===== src/clcw_pkg.sv =====
// clcw_pkg: types and codes shared by the character lcd cursor writer
// modules, and the line address function used by the front. no dependencies.
`default_nettype none

package clcw_pkg;

    // operation codes of an input item
    typedef enum logic [2:0] {
        OP_CHAR = 3'd0,
        OP_CMD  = 3'd1,
        OP_GOTO = 3'd2,
        OP_SET  = 3'd3,
        OP_NEXT = 3'd4
    } t_op;

    // configuration register indexes
    typedef enum logic [1:0] {
        CFG_MAX_LINES = 2'd0,
        CFG_MAX_CHARS = 2'd1,
        CFG_FOUR_BIT  = 2'd2
    } t_cfg_idx;

    // register select of a strobe
    localparam logic RS_CMD  = 1'b0;
    localparam logic RS_DATA = 1'b1;

    localparam logic [7:0] NEWLINE_CODE  = 8'h0A;
    localparam logic [7:0] ADDR_LINE0    = 8'h80;
    localparam logic [7:0] ADDR_LINE1    = 8'hC0;
    localparam logic [7:0] ADDR_LINE2    = 8'h90;
    localparam logic [7:0] ADDR_LINE3    = 8'hD0;
    localparam logic [2:0] MAX_LINES_CAP = 3'd4;

    typedef struct packed {
        logic [2:0] max_lines;
        logic [5:0] max_chars;
        logic       four_bit;
    } t_cfg;

    typedef struct packed {
        logic       rs;
        logic [7:0] data;
    } t_byte;

    // one queue entry: the bytes caused by one item
    typedef struct packed {
        logic  two;
        t_byte first;
        t_byte second;
    } t_entry;

    function automatic logic [7:0] line_addr(input logic [1:0] line,
                                             input logic [2:0] max_lines,
                                             input logic [5:0] max_chars);
        logic [7:0] lo;
        logic [7:0] addr;
        lo = (max_lines > 3'd2) ? {4'd0, max_chars[3:0]} : 8'd0;
        unique case (line)
            2'd0:    addr = ADDR_LINE0;
            2'd1:    addr = ADDR_LINE1;
            2'd2:    addr = ADDR_LINE2 + lo;
            default: addr = ADDR_LINE3 + lo;
        endcase
        return addr;
    endfunction

endpackage

`default_nettype wire


===== src/clcw_if.sv =====
// channel interfaces of the character lcd cursor writer: item input,
// strobe output and configuration write. no dependencies.
`default_nettype none

interface clcw_in_if;
    logic       valid;
    logic       ready;
    logic [2:0] operation;
    logic [7:0] byte_value;
    logic [7:0] line_number;
    logic [7:0] column;

    modport source (output valid, operation, byte_value, line_number, column,
                    input ready);
    modport sink   (input valid, operation, byte_value, line_number, column,
                    output ready);
endinterface

interface clcw_out_if;
    logic       valid;
    logic       ready;
    logic       register_select;
    logic [7:0] bus_lines;
    logic       last_strobe;

    modport source (output valid, register_select, bus_lines, last_strobe,
                    input ready);
    modport sink   (input valid, register_select, bus_lines, last_strobe,
                    output ready);
endinterface

interface clcw_cfg_if;
    logic       valid;
    logic       ready;
    logic [1:0] index;
    logic [5:0] data;

    modport source (output valid, index, data, input ready);
    modport sink   (input valid, index, data, output ready);
endinterface

`default_nettype wire


===== src/clcw_front.sv =====
// clcw_front: accepts items, keeps the cursor and turns each item into
// zero, one or two bus bytes for the queue. depends on clcw_pkg, clcw_if.
`default_nettype none

module clcw_front (
    input  wire               i_clk,
    input  wire               i_rst_n,
    clcw_in_if.sink           i_in,
    input  clcw_pkg::t_cfg    i_cfg,
    input  wire               i_full,
    output logic              o_push,
    output clcw_pkg::t_entry  o_entry
);
    import clcw_pkg::*;

    logic [1:0] r_line, n_line;
    logic [7:0] r_col,  n_col;

    logic       accept;
    logic       push;
    logic [2:0] eff_lines;
    logic [2:0] nl_sum;
    logic [1:0] nl;
    logic [7:0] nl_addr;
    logic [7:0] tgt_addr;
    logic       ln_ok;
    logic       col_ok;
    logic       is_nl;
    logic       wrap;

    assign i_in.ready = !i_full;
    assign accept     = i_in.valid && i_in.ready;
    assign o_push     = accept && push;

    always_comb begin
        eff_lines = (i_cfg.max_lines > MAX_LINES_CAP) ? MAX_LINES_CAP : i_cfg.max_lines;
        nl_sum    = {1'b0, r_line} + 3'd1;
        nl        = (nl_sum >= eff_lines) ? 2'd0 : nl_sum[1:0];
        nl_addr   = line_addr(nl, i_cfg.max_lines, i_cfg.max_chars);
        tgt_addr  = line_addr(i_in.line_number[1:0], i_cfg.max_lines, i_cfg.max_chars);
        ln_ok     = i_in.line_number < {5'd0, eff_lines};
        col_ok    = i_in.column < {2'd0, i_cfg.max_chars};
        is_nl     = i_in.byte_value == NEWLINE_CODE;
        wrap      = (r_col >= {2'd0, i_cfg.max_chars}) || is_nl;

        n_line  = r_line;
        n_col   = r_col;
        push    = 1'b0;
        o_entry = '0;
        unique case (t_op'(i_in.operation))
            OP_CHAR: begin
                push = 1'b1;
                if (wrap) begin
                    o_entry.first = '{rs: RS_CMD, data: nl_addr};
                    n_line = nl;
                    n_col  = 8'd0;
                    if (!is_nl) begin
                        o_entry.two    = 1'b1;
                        o_entry.second = '{rs: RS_DATA, data: i_in.byte_value};
                        n_col          = 8'd1;
                    end
                end else begin
                    o_entry.first = '{rs: RS_DATA, data: i_in.byte_value};
                    n_col = r_col + 8'd1;
                end
            end
            OP_CMD: begin
                push = 1'b1;
                o_entry.first = '{rs: RS_CMD, data: i_in.byte_value};
            end
            OP_GOTO: begin
                if (ln_ok) begin
                    push   = 1'b1;
                    n_line = i_in.line_number[1:0];
                    n_col  = 8'd0;
                    o_entry.first = '{rs: RS_CMD, data: tgt_addr};
                end
            end
            OP_SET: begin
                if (ln_ok && col_ok) begin
                    push   = 1'b1;
                    n_line = i_in.line_number[1:0];
                    n_col  = i_in.column;
                    o_entry.first = '{rs: RS_CMD, data: tgt_addr + i_in.column};
                end
            end
            OP_NEXT: begin
                push   = 1'b1;
                n_line = nl;
                n_col  = 8'd0;
                o_entry.first = '{rs: RS_CMD, data: nl_addr};
            end
            default: begin
                push = 1'b0;
            end
        endcase
    end

    always_ff @(posedge i_clk) begin
        if (!i_rst_n) begin
            r_line <= 2'd0;
            r_col  <= 8'd0;
        end else if (accept) begin
            r_line <= n_line;
            r_col  <= n_col;
        end
    end

endmodule

`default_nettype wire


===== src/clcw_queue.sv =====
// clcw_queue: short flop queue of byte entries between front and back.
// depends on clcw_pkg.
`default_nettype none

module clcw_queue #(
    parameter int unsigned DEPTH = 4
) (
    input  wire               i_clk,
    input  wire               i_rst_n,
    input  wire               i_push,
    input  clcw_pkg::t_entry  i_entry,
    input  wire               i_pop,
    output logic              o_full,
    output logic              o_valid,
    output clcw_pkg::t_entry  o_head
);
    import clcw_pkg::*;

    localparam int unsigned PTR_W = (DEPTH > 1) ? $clog2(DEPTH) : 1;
    localparam int unsigned CNT_W = $clog2(DEPTH + 1);

    t_entry           r_mem [DEPTH];
    logic [PTR_W-1:0] r_wr, r_rd;
    logic [CNT_W-1:0] r_cnt;
    logic             do_push, do_pop;

    function automatic logic [PTR_W-1:0] ptr_inc(input logic [PTR_W-1:0] p);
        return (p == PTR_W'(DEPTH - 1)) ? '0 : p + PTR_W'(1);
    endfunction

    assign o_full  = r_cnt == CNT_W'(DEPTH);
    assign o_valid = r_cnt != '0;
    assign o_head  = r_mem[r_rd];
    assign do_push = i_push && !o_full;
    assign do_pop  = i_pop && o_valid;

    always_ff @(posedge i_clk) begin
        if (do_push) begin
            r_mem[r_wr] <= i_entry;
        end
    end

    always_ff @(posedge i_clk) begin
        if (!i_rst_n) begin
            r_wr  <= '0;
            r_rd  <= '0;
            r_cnt <= '0;
        end else begin
            if (do_push) begin
                r_wr <= ptr_inc(r_wr);
            end
            if (do_pop) begin
                r_rd <= ptr_inc(r_rd);
            end
            if (do_push && !do_pop) begin
                r_cnt <= r_cnt + CNT_W'(1);
            end else if (do_pop && !do_push) begin
                r_cnt <= r_cnt - CNT_W'(1);
            end
        end
    end

endmodule

`default_nettype wire


===== src/clcw_back.sv =====
// clcw_back: walks the head entry strobe by strobe into the output
// register, splitting bytes into nibbles in 4-bit mode. depends on clcw_pkg.
`default_nettype none

module clcw_back (
    input  wire               i_clk,
    input  wire               i_rst_n,
    input  wire               i_four,
    input  wire               i_valid,
    input  clcw_pkg::t_entry  i_head,
    output logic              o_pop,
    clcw_out_if.source        o_out
);
    import clcw_pkg::*;

    logic [1:0] r_step;
    logic       r_valid;
    logic       r_rs;
    logic [7:0] r_bus;
    logic       r_last;

    logic       load;
    logic       byte_sel;
    t_byte      cur;
    logic [7:0] bus;
    logic [1:0] last_step;
    logic       is_last;

    always_comb begin
        load     = !r_valid || o_out.ready;
        byte_sel = i_four ? r_step[1] : r_step[0];
        cur      = byte_sel ? i_head.second : i_head.first;
        if (!i_four) begin
            bus = cur.data;
        end else if (r_step[0]) begin
            bus = {cur.data[3:0], 4'h0};
        end else begin
            bus = {cur.data[7:4], 4'h0};
        end
        if (i_four) begin
            last_step = i_head.two ? 2'd3 : 2'd1;
        end else begin
            last_step = i_head.two ? 2'd1 : 2'd0;
        end
        is_last = r_step == last_step;
        o_pop   = load && i_valid && is_last;
    end

    assign o_out.valid           = r_valid;
    assign o_out.register_select = r_rs;
    assign o_out.bus_lines       = r_bus;
    assign o_out.last_strobe     = r_last;

    always_ff @(posedge i_clk) begin
        if (load && i_valid) begin
            r_rs   <= cur.rs;
            r_bus  <= bus;
            r_last <= is_last;
        end
    end

    always_ff @(posedge i_clk) begin
        if (!i_rst_n) begin
            r_valid <= 1'b0;
            r_step  <= 2'd0;
        end else if (load) begin
            r_valid <= i_valid;
            if (i_valid) begin
                r_step <= is_last ? 2'd0 : r_step + 2'd1;
            end
        end
    end

endmodule

`default_nettype wire


===== src/char_lcd_cursor_writer_core.sv =====
// char_lcd_cursor_writer_core: top level of the character lcd cursor
// writer. depends on clcw_pkg, clcw_if, clcw_front, clcw_queue, clcw_back.
`default_nettype none

// Character LCD cursor writer. Items on i_in (char, raw command, go to
// line, set cursor, next line) are taken one per cycle while the byte
// queue has room; the front updates the cursor line and column at once and
// queues the one or two bus bytes that the item causes. The back sends one
// strobe per cycle on o_out while o_out.ready is high: one strobe per byte in
// 8-bit mode, two per byte in 4-bit mode, and a wrapping character other
// than a newline is two bytes. Sustained rate is set by the strobe output.
// Items that emit nothing (out-of-range go-to or set-cursor, unused codes)
// are taken like other items but queue no bytes.
// Configuration on i_cfg is always ready and must only be written while idle.
module char_lcd_cursor_writer_core #(
    parameter int unsigned QUEUE_DEPTH = 4
) (
    input  wire         i_clk,
    input  wire         i_rst_n,
    clcw_in_if.sink     i_in,
    clcw_out_if.source  o_out,
    clcw_cfg_if.sink    i_cfg
);
    import clcw_pkg::*;

    // configuration registers
    logic [2:0] r_max_lines;
    logic [5:0] r_max_chars;
    logic       r_four_bit;
    t_cfg       cfg;

    // front to queue to back
    logic   push;
    t_entry push_entry;
    logic   q_full;
    logic   q_valid;
    t_entry q_head;
    logic   pop;

    assign i_cfg.ready = 1'b1;
    assign cfg = '{max_lines: r_max_lines, max_chars: r_max_chars,
                   four_bit: r_four_bit};

    // register write; an index past the list is dropped
    always_ff @(posedge i_clk) begin
        if (!i_rst_n) begin
            r_max_lines <= 3'd2;
            r_max_chars <= 6'd16;
            r_four_bit  <= 1'b1;
        end else if (i_cfg.valid && i_cfg.ready) begin
            unique case (t_cfg_idx'(i_cfg.index))
                CFG_MAX_LINES: r_max_lines <= i_cfg.data[2:0];
                CFG_MAX_CHARS: r_max_chars <= i_cfg.data;
                CFG_FOUR_BIT:  r_four_bit  <= i_cfg.data[0];
                default: begin
                    r_max_lines <= r_max_lines;
                end
            endcase
        end
    end

    // classify items and track the cursor
    clcw_front u_front (
        .i_clk   (i_clk),
        .i_rst_n (i_rst_n),
        .i_in    (i_in),
        .i_cfg   (cfg),
        .i_full  (q_full),
        .o_push  (push),
        .o_entry (push_entry)
    );

    // decouples item acceptance from strobe output
    clcw_queue #(
        .DEPTH (QUEUE_DEPTH)
    ) u_queue (
        .i_clk   (i_clk),
        .i_rst_n (i_rst_n),
        .i_push  (push),
        .i_entry (push_entry),
        .i_pop   (pop),
        .o_full  (q_full),
        .o_valid (q_valid),
        .o_head  (q_head)
    );

    // byte to strobe sequencing with registered output
    clcw_back u_back (
        .i_clk   (i_clk),
        .i_rst_n (i_rst_n),
        .i_four  (cfg.four_bit),
        .i_valid (q_valid),
        .i_head  (q_head),
        .o_pop   (pop),
        .o_out   (o_out)
    );

endmodule

`default_nettype wire


===== src/flat_wrapper.sv =====
// flat-port wrapper written by rule: the top's interface ports become plain ports
module char_lcd_cursor_writer_core_flat import clcw_pkg::*;
#(
    parameter int unsigned QUEUE_DEPTH = 4
)
  (i_clk, i_rst_n, i_in_valid, i_in_operation, i_in_byte_value, i_in_line_number, i_in_column, i_in_ready, o_out_valid, o_out_register_select, o_out_bus_lines, o_out_last_strobe, o_out_ready, i_cfg_valid, i_cfg_index, i_cfg_data, i_cfg_ready);
  clcw_in_if i_in_i ();
  clcw_out_if o_out_i ();
  clcw_cfg_if i_cfg_i ();
  input  wire i_clk;
  input  wire i_rst_n;
  input wire logic [$bits(i_in_i.valid)-1:0] i_in_valid;
  input wire logic [$bits(i_in_i.operation)-1:0] i_in_operation;
  input wire logic [$bits(i_in_i.byte_value)-1:0] i_in_byte_value;
  input wire logic [$bits(i_in_i.line_number)-1:0] i_in_line_number;
  input wire logic [$bits(i_in_i.column)-1:0] i_in_column;
  output wire logic [$bits(i_in_i.ready)-1:0] i_in_ready;
  output wire logic [$bits(o_out_i.valid)-1:0] o_out_valid;
  output wire logic [$bits(o_out_i.register_select)-1:0] o_out_register_select;
  output wire logic [$bits(o_out_i.bus_lines)-1:0] o_out_bus_lines;
  output wire logic [$bits(o_out_i.last_strobe)-1:0] o_out_last_strobe;
  input wire logic [$bits(o_out_i.ready)-1:0] o_out_ready;
  input wire logic [$bits(i_cfg_i.valid)-1:0] i_cfg_valid;
  input wire logic [$bits(i_cfg_i.index)-1:0] i_cfg_index;
  input wire logic [$bits(i_cfg_i.data)-1:0] i_cfg_data;
  output wire logic [$bits(i_cfg_i.ready)-1:0] i_cfg_ready;
  assign i_in_i.valid = i_in_valid;
  assign i_in_i.operation = i_in_operation;
  assign i_in_i.byte_value = i_in_byte_value;
  assign i_in_i.line_number = i_in_line_number;
  assign i_in_i.column = i_in_column;
  assign i_in_ready = i_in_i.ready;
  assign o_out_valid = o_out_i.valid;
  assign o_out_register_select = o_out_i.register_select;
  assign o_out_bus_lines = o_out_i.bus_lines;
  assign o_out_last_strobe = o_out_i.last_strobe;
  assign o_out_i.ready = o_out_ready;
  assign i_cfg_i.valid = i_cfg_valid;
  assign i_cfg_i.index = i_cfg_index;
  assign i_cfg_i.data = i_cfg_data;
  assign i_cfg_ready = i_cfg_i.ready;
  char_lcd_cursor_writer_core #(.QUEUE_DEPTH(QUEUE_DEPTH)) u_core (.i_clk(i_clk), .i_rst_n(i_rst_n), .i_in(i_in_i), .o_out(o_out_i), .i_cfg(i_cfg_i));
endmodule

===== config.mk =====
export PLATFORM = sky130hd
export DESIGN_NAME = char_lcd_cursor_writer_core_flat
export DESIGN_NICKNAME = d
export VERILOG_FILES = /design/src/clcw_pkg.sv /design/src/clcw_if.sv /design/src/clcw_front.sv /design/src/clcw_queue.sv /design/src/clcw_back.sv /design/src/char_lcd_cursor_writer_core.sv /design/src/flat_wrapper.sv
export SDC_FILE = /design/constraint.sdc
export NUM_CORES = 1
export LEC_CHECK = 0
export CORE_MARGIN = 3
export CORE_UTILIZATION = 60
export CTS_BUF_LIST = sky130_fd_sc_hd__clkbuf_8
export DETAILED_ROUTE_END_ITERATION = 10
export DONT_BUFFER_PORTS = 1
export PLACE_DENSITY = 0.76
export REMOVE_ABC_BUFFERS = 1
export SLEW_MARGIN = 25
export SYNTH_ARGS = -nofsm -noshare
export SYNTH_HDL_FRONTEND = slang
export SYNTH_SLANG_ARGS = --single-unit

===== constraint.sdc =====
create_clock -name i_clk -period 5.6 [get_ports i_clk]
set_clock_uncertainty 0.1 [all_clocks]
set_input_delay 1.68 -clock i_clk [delete_from_list [all_inputs] [get_ports i_clk]]
set_output_delay 1.68 -clock i_clk [all_outputs]
set_load 0.02 [all_outputs]

# Yosys cells after proc, flatten, opt, wreduce, memory -nomap -nowiden
# Memory sizes are Yosys's and may differ from the RTL's. A register that Yosys moved wholly into a read port is not among the register bits.
# Cells that the tools add are included.
[op_classes] n_addsub=10 mul=0 n_div=0 magnitude_cmp=6 eq_ne=18 shifts=0 muxes=43 n_bitwise=0 n_reduce_logical=29
[ops] operator="$mux 8" count=7
[ops] operator="$pmux 8 s3" count=2
[ops] operator="$mux 9" count=5
[ops] operator="$pmux 9 s5" count=1
[ops] operator="$pmux 8 s4" count=1
[ops] operator="$mux 2" count=11
[ops] operator="$eq 2x2->1 const B" count=5
[ops] operator="$mux 1" count=10
[ops] operator="$logic_and 1x1->1" count=9
[ops] operator="$mux 3" count=3
[ops] operator="$add 7x5->8 const A" count=1
[ops] operator="$add 8x1->8 const B" count=1
[ops] operator="$add 8x4->8 const A" count=1
[ops] operator="$add 8x8->8" count=1
[ops] operator="$eq 8x4->1 const B" count=1
[ops] operator="$ge 8x6->1" count=1
[ops] operator="$lt 8x3->1" count=1
[ops] operator="$lt 8x6->1" count=1
[ops] operator="$pmux 2 s4" count=1
[ops] operator="$reduce_and 2->1" count=4
[ops] operator="$add 2x1->2 const B" count=3
[ops] operator="$eq 2x1->1 const B" count=3
[ops] operator="$eq 3x2->1 const B" count=2
[ops] operator="$eq 3x3->1 const B" count=2
[ops] operator="21 further kinds" count=29
[totals] ff_bits=40 latchBits=0 mem_bits_rw=76 rom_bits=0 inputBits=40 out_inout_bits=13 n_memories=1
[mem_list] name="u_core.u_queue.r_mem" depth=4 width=19 read_ports=1 rd_ports_with_merged_regs=1 wr=1 line_no="clcw_queue.sv:22" rtl="t_entry r_mem [DEPTH];"

# Longest topological paths before layout
[logic_depth] depth_word=12 depth_mapped=14 depth_no_buf=14

# Modules after synthesis
# A second synthesis with hierarchy kept.
[hier_totals] cells_unflattened=470 area_unflattened_um2=6077.1
[modules_own_cells] mod="clcw_queue" instances=1 cells_each=150 area_each_um2=3266.9 seq_area_each_um2=2462.4
[modules_own_cells] mod="clcw_front" instances=1 cells_each=227 area_each_um2=1699.1 seq_area_each_um2=200.2
[modules_own_cells] mod="clcw_back" instances=1 cells_each=48 area_each_um2=681.9 seq_area_each_um2=360.3
[modules_own_cells] mod="char_lcd_cursor_writer_core" instances=1 cells_each=45 area_each_um2=429.2 seq_area_each_um2=200.2

# Worst setup path before layout
# Ideal clock, no wire load.
[synth_path] path_type="input to register" startpoint="in i_in_line_number[1]" endpoint="reg u_core.u_queue.r_cnt[2]" setup_time_ns=0.070 t_arrival_ns=4.190 setup_slack_ns=1.240 path_stages=12 cell_sequence="ha_1 -> nor4b_2 -> o211ai_1 -> o41ai_1 -> nor2_1 -> inv_1 -> ha_1 -> inv_1 -> fa_1 -> xor2_1 -> or3_1 -> a21oi_1"
[synth_between] elab_chain_cells=9
[synth_rtl] item="from (decl)" line_no="flat_wrapper.sv:15" rtl="input wire logic [$bits(i_in_i.line_number)-1:0] i_in_line_number;"
[synth_rtl] item="$lt 8x3->1 *" line_no="clcw_front.sv:41" rtl="ln_ok = i_in.line_number < {5'd0, eff_lines};"
[synth_rtl] item="$logic_and 1x1->1" line_no="clcw_front.sv:80" rtl="if (ln_ok && col_ok) begin"
[synth_rtl] item="$mux 1" line_no="clcw_front.sv:80"
[synth_rtl] item="$pmux 1 s3 *" line_no="clcw_front.sv:50" rtl="unique case (t_op'(i_in.operation))"
[synth_rtl] item="$logic_and 1x1->1 *" line_no="clcw_front.sv:33" rtl="assign o_push = accept && push;"
[synth_rtl] item="$logic_and 1x1->1 *" line_no="clcw_queue.sv:34" rtl="assign do_push = i_push && !o_full;"
[synth_rtl] item="named net u_core.u_queue.do_push" line_no="clcw_queue.sv:25" rtl="logic do_push, do_pop;"
[synth_rtl] item="$logic_not 1->1" line_no="clcw_queue.sv:57" rtl="end else if (do_pop && !do_push) begin"
[synth_rtl] item="$logic_and 1x1->1" line_no="clcw_queue.sv:57"
[synth_rtl] item="$reduce_bool 2->1 (no source line)"
[synth_rtl] item="to (signal assigned)" line_no="clcw_queue.sv:56" rtl="r_cnt <= r_cnt + CNT_W'(1);"
[synth_rtl] item="to (signal assigned)" line_no="clcw_queue.sv:58" rtl="r_cnt <= r_cnt - CNT_W'(1);"
[synth_rtl] item="to (decl)" line_no="clcw_queue.sv:24" rtl="logic [CNT_W-1:0] r_cnt;"
# Mark *: on every way through the listed nets, which the timed path passes. The rest lies on a longest branch.
# A chain may end at the register's enable or synchronous reset.

# Final worst setup path
[layout_path] startpoint="in i_in_column[5]" endpoint="reg u_core.u_queue.r_cnt[2]"
[layout_between] elab_chain_cells=9
[layout_rtl] item="from (decl)" line_no="flat_wrapper.sv:16" rtl="input wire logic [$bits(i_in_i.column)-1:0] i_in_column;"
[layout_rtl] item="$lt 8x6->1 *" line_no="clcw_front.sv:42" rtl="col_ok = i_in.column < {2'd0, i_cfg.max_chars};"
[layout_rtl] item="$logic_and 1x1->1 *" line_no="clcw_front.sv:80"
[layout_rtl] item="$mux 1 *" line_no="clcw_front.sv:80"
[layout_rtl] item="$pmux 1 s3 *" line_no="clcw_front.sv:50"
[layout_rtl] item="$logic_and 1x1->1 *" line_no="clcw_front.sv:33"
[layout_rtl] item="$logic_and 1x1->1 *" line_no="clcw_queue.sv:34"
[layout_rtl] item="named net u_core.u_queue.do_push" line_no="clcw_queue.sv:25"
[layout_rtl] item="$logic_not 1->1" line_no="clcw_queue.sv:57"
[layout_rtl] item="$logic_and 1x1->1" line_no="clcw_queue.sv:57"
[layout_rtl] item="$reduce_bool 2->1 (no source line)"
# Marked as above.

==> metrics.md <==
| Metric | Value |
|---|---|
| Register area share after synthesis | `around 52%` |
| R2r setup slk | `around 1.9 ns` |
| Hold_buf cts | `0` |
| Die width | `106 um` |
| Pins Over Slew Limit | `0` |
| CP max stage delay | `between 0.8 and 0.9 ns` |
| Fin crit share | `approximately four fifths` |
| # IOs | `53` |
| Reg clk slew, reported paths | `0.07 ns` |
| Port bufs | `0` |
| Proportion of layout cells with a drive suffix above 1 | `a little over an eighth` |
| Global-route wire length before repair | `between 20000 and 25000 um` |
| HP Class | `register to register` |
| Worst endpoint data arrival time | `around 4.6 ns` |
| Cell family with most CP delay | `compound AO/OA/AOI/OAI gates` |
| Inserted Clock Buffers | `17` |
| Crit end category | `register` |
| Count leader, synth | `edfxtp_1` |
| Row cnt | `35` |
| Cell Chain, Critical Path | `ha_1 -> a2111oi_1 -> o2111a_1 -> nor2_1 -> inv_1 -> ha_1 -> inv_1 -> fa_1 -> xor2_1 -> or3_1 -> a21oi_1` |
| Final #Nets | `~560` |
| Routed vias/inst | `6.55` |
| Placed Area | `a little over 0.006 mm2` |
| Die area | `0.0111 mm2` |
| Startpoint types | `input pin` |
| DR DRC count | `0` |
| Initial core utilization | `between 60% and 70%` |
| Initial antenna violation count | `0` |
| Hold Fails Final Rpt | `0` |
| CP max-delay cell | `a2111oi_1` |
| Final setup fails | `0` |
| Flops & latches, synth | `roughly 110` |
| Hold Path End | `u_core.u_front.r_col[6]` |
| CP bufs+invs | `2` |
| Power Density | `330 mW/mm2` |
| Sequential Power Share | `slightly above 50%` |
| Root Driver | `clkbuf_8` |
| Routed length per instance | `21.0 um` |
| Post-Synthesis Cells | `483` |
| Area delta synth->final | `8.33%` |
| Depth of the CTS H-tree | `4` |
| Final WL | `around 13000 um` |
| Fin Hold WS | `~0.39 ns` |
| Asr flop ratio synth | `0%` |
| Non-Filler Instances | `~630` |
| Reg2reg start | `u_core.r_max_lines[2]` |
| Number of flops mapped to enable cells by yosys | `approximately 80` |
| RePlAce Congestion | `~1` |
| TritonRoute pass-1 iters | `5` |
| Tot GR Track Use | `between 20% and 30%` |
| Final Core Density | `between 60% and 70%` |
| Longest Clk Path Bufs | `2` |
| Top_reg_cell synth | `edfxtp_1` |
| Net Switching | `0.000637 W` |
| Highest clock rate | `between 200 and 250 MHz` |
| Post-synth top cells | `edfxtp_1 (82), dfxtp_1 (32), nor2_1 (32)` |
| P_int | `roughly 0.0015 W` |
| DR vias | `slightly above 4000` |
| Fin Setup TNS | `0 ns` |
| Min Tclk post-route | `between 4 and 5 ns` |
| Top cell type's share of synthesized area | `just over 40%` |
| Clock latency on the worst-skew pair | `about 0.43 ns` |
| Fin area | `0.00644 mm2` |
| R2R cell count | `14` |
| Core Area | `0.00942 mm2` |
| Average size of a mapped cell | `between 10 and 15 um2` |
| Iter 0 DRT Violations | `381` |
| Grt ovf | `0` |
| Largest net degree at the start of global routing | `23` |
| Syn Std Cell Area | `around 0.0059 mm2` |
| Max-cap violations | `0` |
| Critical Path RT | `a little under 6 ns` |
| Setup Buffers After CTS | `0` |
| Slew headroom | `between 30% and 40%` |
| Crit path max fanout | `7` |
| Yosys warning total | `0` |
| Crit path from | `i_in_column[5]` |
| Antenna diode count | `0` |
| Post-CTS resize count | `0` |
| Placed cells | `601` |
| Yosys top cell by area | `edfxtp_1` |
| P_leak | `2.39 nW` |
| Clock power share | `approximately a third` |
| Largest cells by area after synthesis | `edfxtp_1 (41%), dfxtp_1 (11%), ha_1 (6.3%)` |
| CTS tree | `done` |
| Setup Crit Path Kind | `input pin to register` |
| Sw frac | `30.0%` |
| Vias in the first global route | `4236` |
| DRT antenna net count | `0` |
| Die Span Y | `between 100 and 150 um` |
| Hold_sp | `u_core.u_front.r_col[6]` |
| Number of distinct library cells after synthesis | `69` |
| Peak VDD IR | `roughly 0.18 mV` |
| Worst r2r dst | `u_core.u_queue.r_cnt[2]` |
| Hold Crit Depth | `2` |
| CTS sink cnt | `approximately 110` |
| Run status | `finished clean` |
| DP Wirelength | `a little under 10000 um` |
| Worst slew pin tran | `about 0.98 ns` |
| Comb pwr share | `15.3%` |
| RSZ-0062 raised after global routing | `false` |
==> cell families after synthesis <==
group | share of synthesized area, %
buf+inv | 3.28
mux | 11.2
flops | 52.2
xor+xnor | 1.03
compound gates | 13.0
simple gates | 12.3
other cells | 0.0630
fa+ha+maj | 6.98
==> tightest hold or removal path, delay by kind of cell (launching register included) <==
kind,cells,cell delay [ns]
simple gates,1,0.06
compound gates,1,0.05
flops,1,0.33
==> cell usage in the layout (no fill, tap or decap), types with 3 or more instances in the layout <==
cell type   n
nor2_1     32
or3_1       5
a22oi_1     8
nand3_1    16
mux2_2      5
and2_1     14
buf_4       6
edfxtp_1   82
inv_6       4
o31ai_1     3
and3_1      7
clkinv_4    4
ha_1       30
a21oi_1    15
nor2b_1     4
a21o_1      6
mux2i_1    17
mux4_2     12
nand2_1    30
nor3_1      8
inv_1      32
clkinv_2    3
a211oi_1    3
o211ai_1    9
a2111oi_0   6
xnor2_1     3
nand3b_1    3
o21ai_0    16
a32oi_1     3
mux4_1      6
xor2_1      4
dfxtp_1    32
o32ai_1     5
a221oi_1    5
clkbuf_8   17
==> per-stage QoR <==
stage | worst slack, ns | total power [W]
6_report | 1.22 | 0.00213
5_1_grt | 0.985 | 0.00223
4_1_cts | 1.26 | 0.00214
3_5_place_dp | 0.832 | 0.00144
3_3_place_gp | 0.927 | 0.00142
2_1_floorplan | 1.24 | 0.00135
==> sequential cells by signal (all words and copies together) (netlist names), named ones only <==
signal / count
u_core.u_queue.r_rd: 2
u_core.u_queue.r_cnt: 3
u_core.u_queue.r_mem: 72
u_core.u_back.o_out.valid: 1
u_core.u_front.r_col: 8
u_core.u_queue.r_wr: 2
u_core.u_back.o_out.register_select: 1
u_core.u_front.r_line: 2
u_core.u_back.o_out.last_strobe: 1
u_core.u_back.o_out.bus_lines: 8
u_core.r_max_chars: 6
u_core.r_four_bit: 1
u_core.r_max_lines: 3
u_core.u_back.r_step: 2
==> power by group through the flow <==
stage / logic, W / registers [W] / clock network (W)
5_1_grt: 0.000361 / 0.00110 / 0.000764
3_5_place_dp: 0.000322 / 0.00111 / 0
3_3_place_gp: 0.000311 / 0.00111 / 0
6_report: 0.000325 / 0.00109 / 0.000707
4_1_cts: 0.000324 / 0.00110 / 0.000718
2_1_floorplan: 0.000243 / 0.00111 / 0
==> worst max path at each step <==
stage / endpoint / slack [ns] / cells past startpoint
floorplan: u_core.u_queue.r_cnt[2] / 1.24 / 12
global placement: u_core.u_queue.r_cnt[2] / 0.93 / 11
detailed placement: u_core.u_queue.r_cnt[2] / 0.83 / 11
CTS: u_core.u_queue.r_cnt[2] / 1.26 / 11
global route: u_core.u_queue.r_cnt[2] / 0.98 / 11
finish: u_core.u_queue.r_cnt[2] / 1.22 / 11
==> layout make-up <==
type                    count  area (um2)
clock buffers              17         234
clock inverters            15         134
fillers                   675        2970
inverters                  31         116
multi-input cells         321        2650
flip-flops and latches    114        3100
well taps                 129         161
repair buffers              6        45.0
==> per-layer routing <==
| layer | routed length (um) | vias up | global-route usage, % |
|---|---|---|---|
| met3 | 982 | 34 | 6.31 |
| met2 | 6510 | 175 | 40.8 |
| met5 | 0 | - | 0 |
| met4 | 378 | 0 | 11.1 |
| li1 | - | 1897 | - |
| met1 | 5390 | 2038 | 32.6 |
No activity file was read; power rests on OpenSTA's default activity.
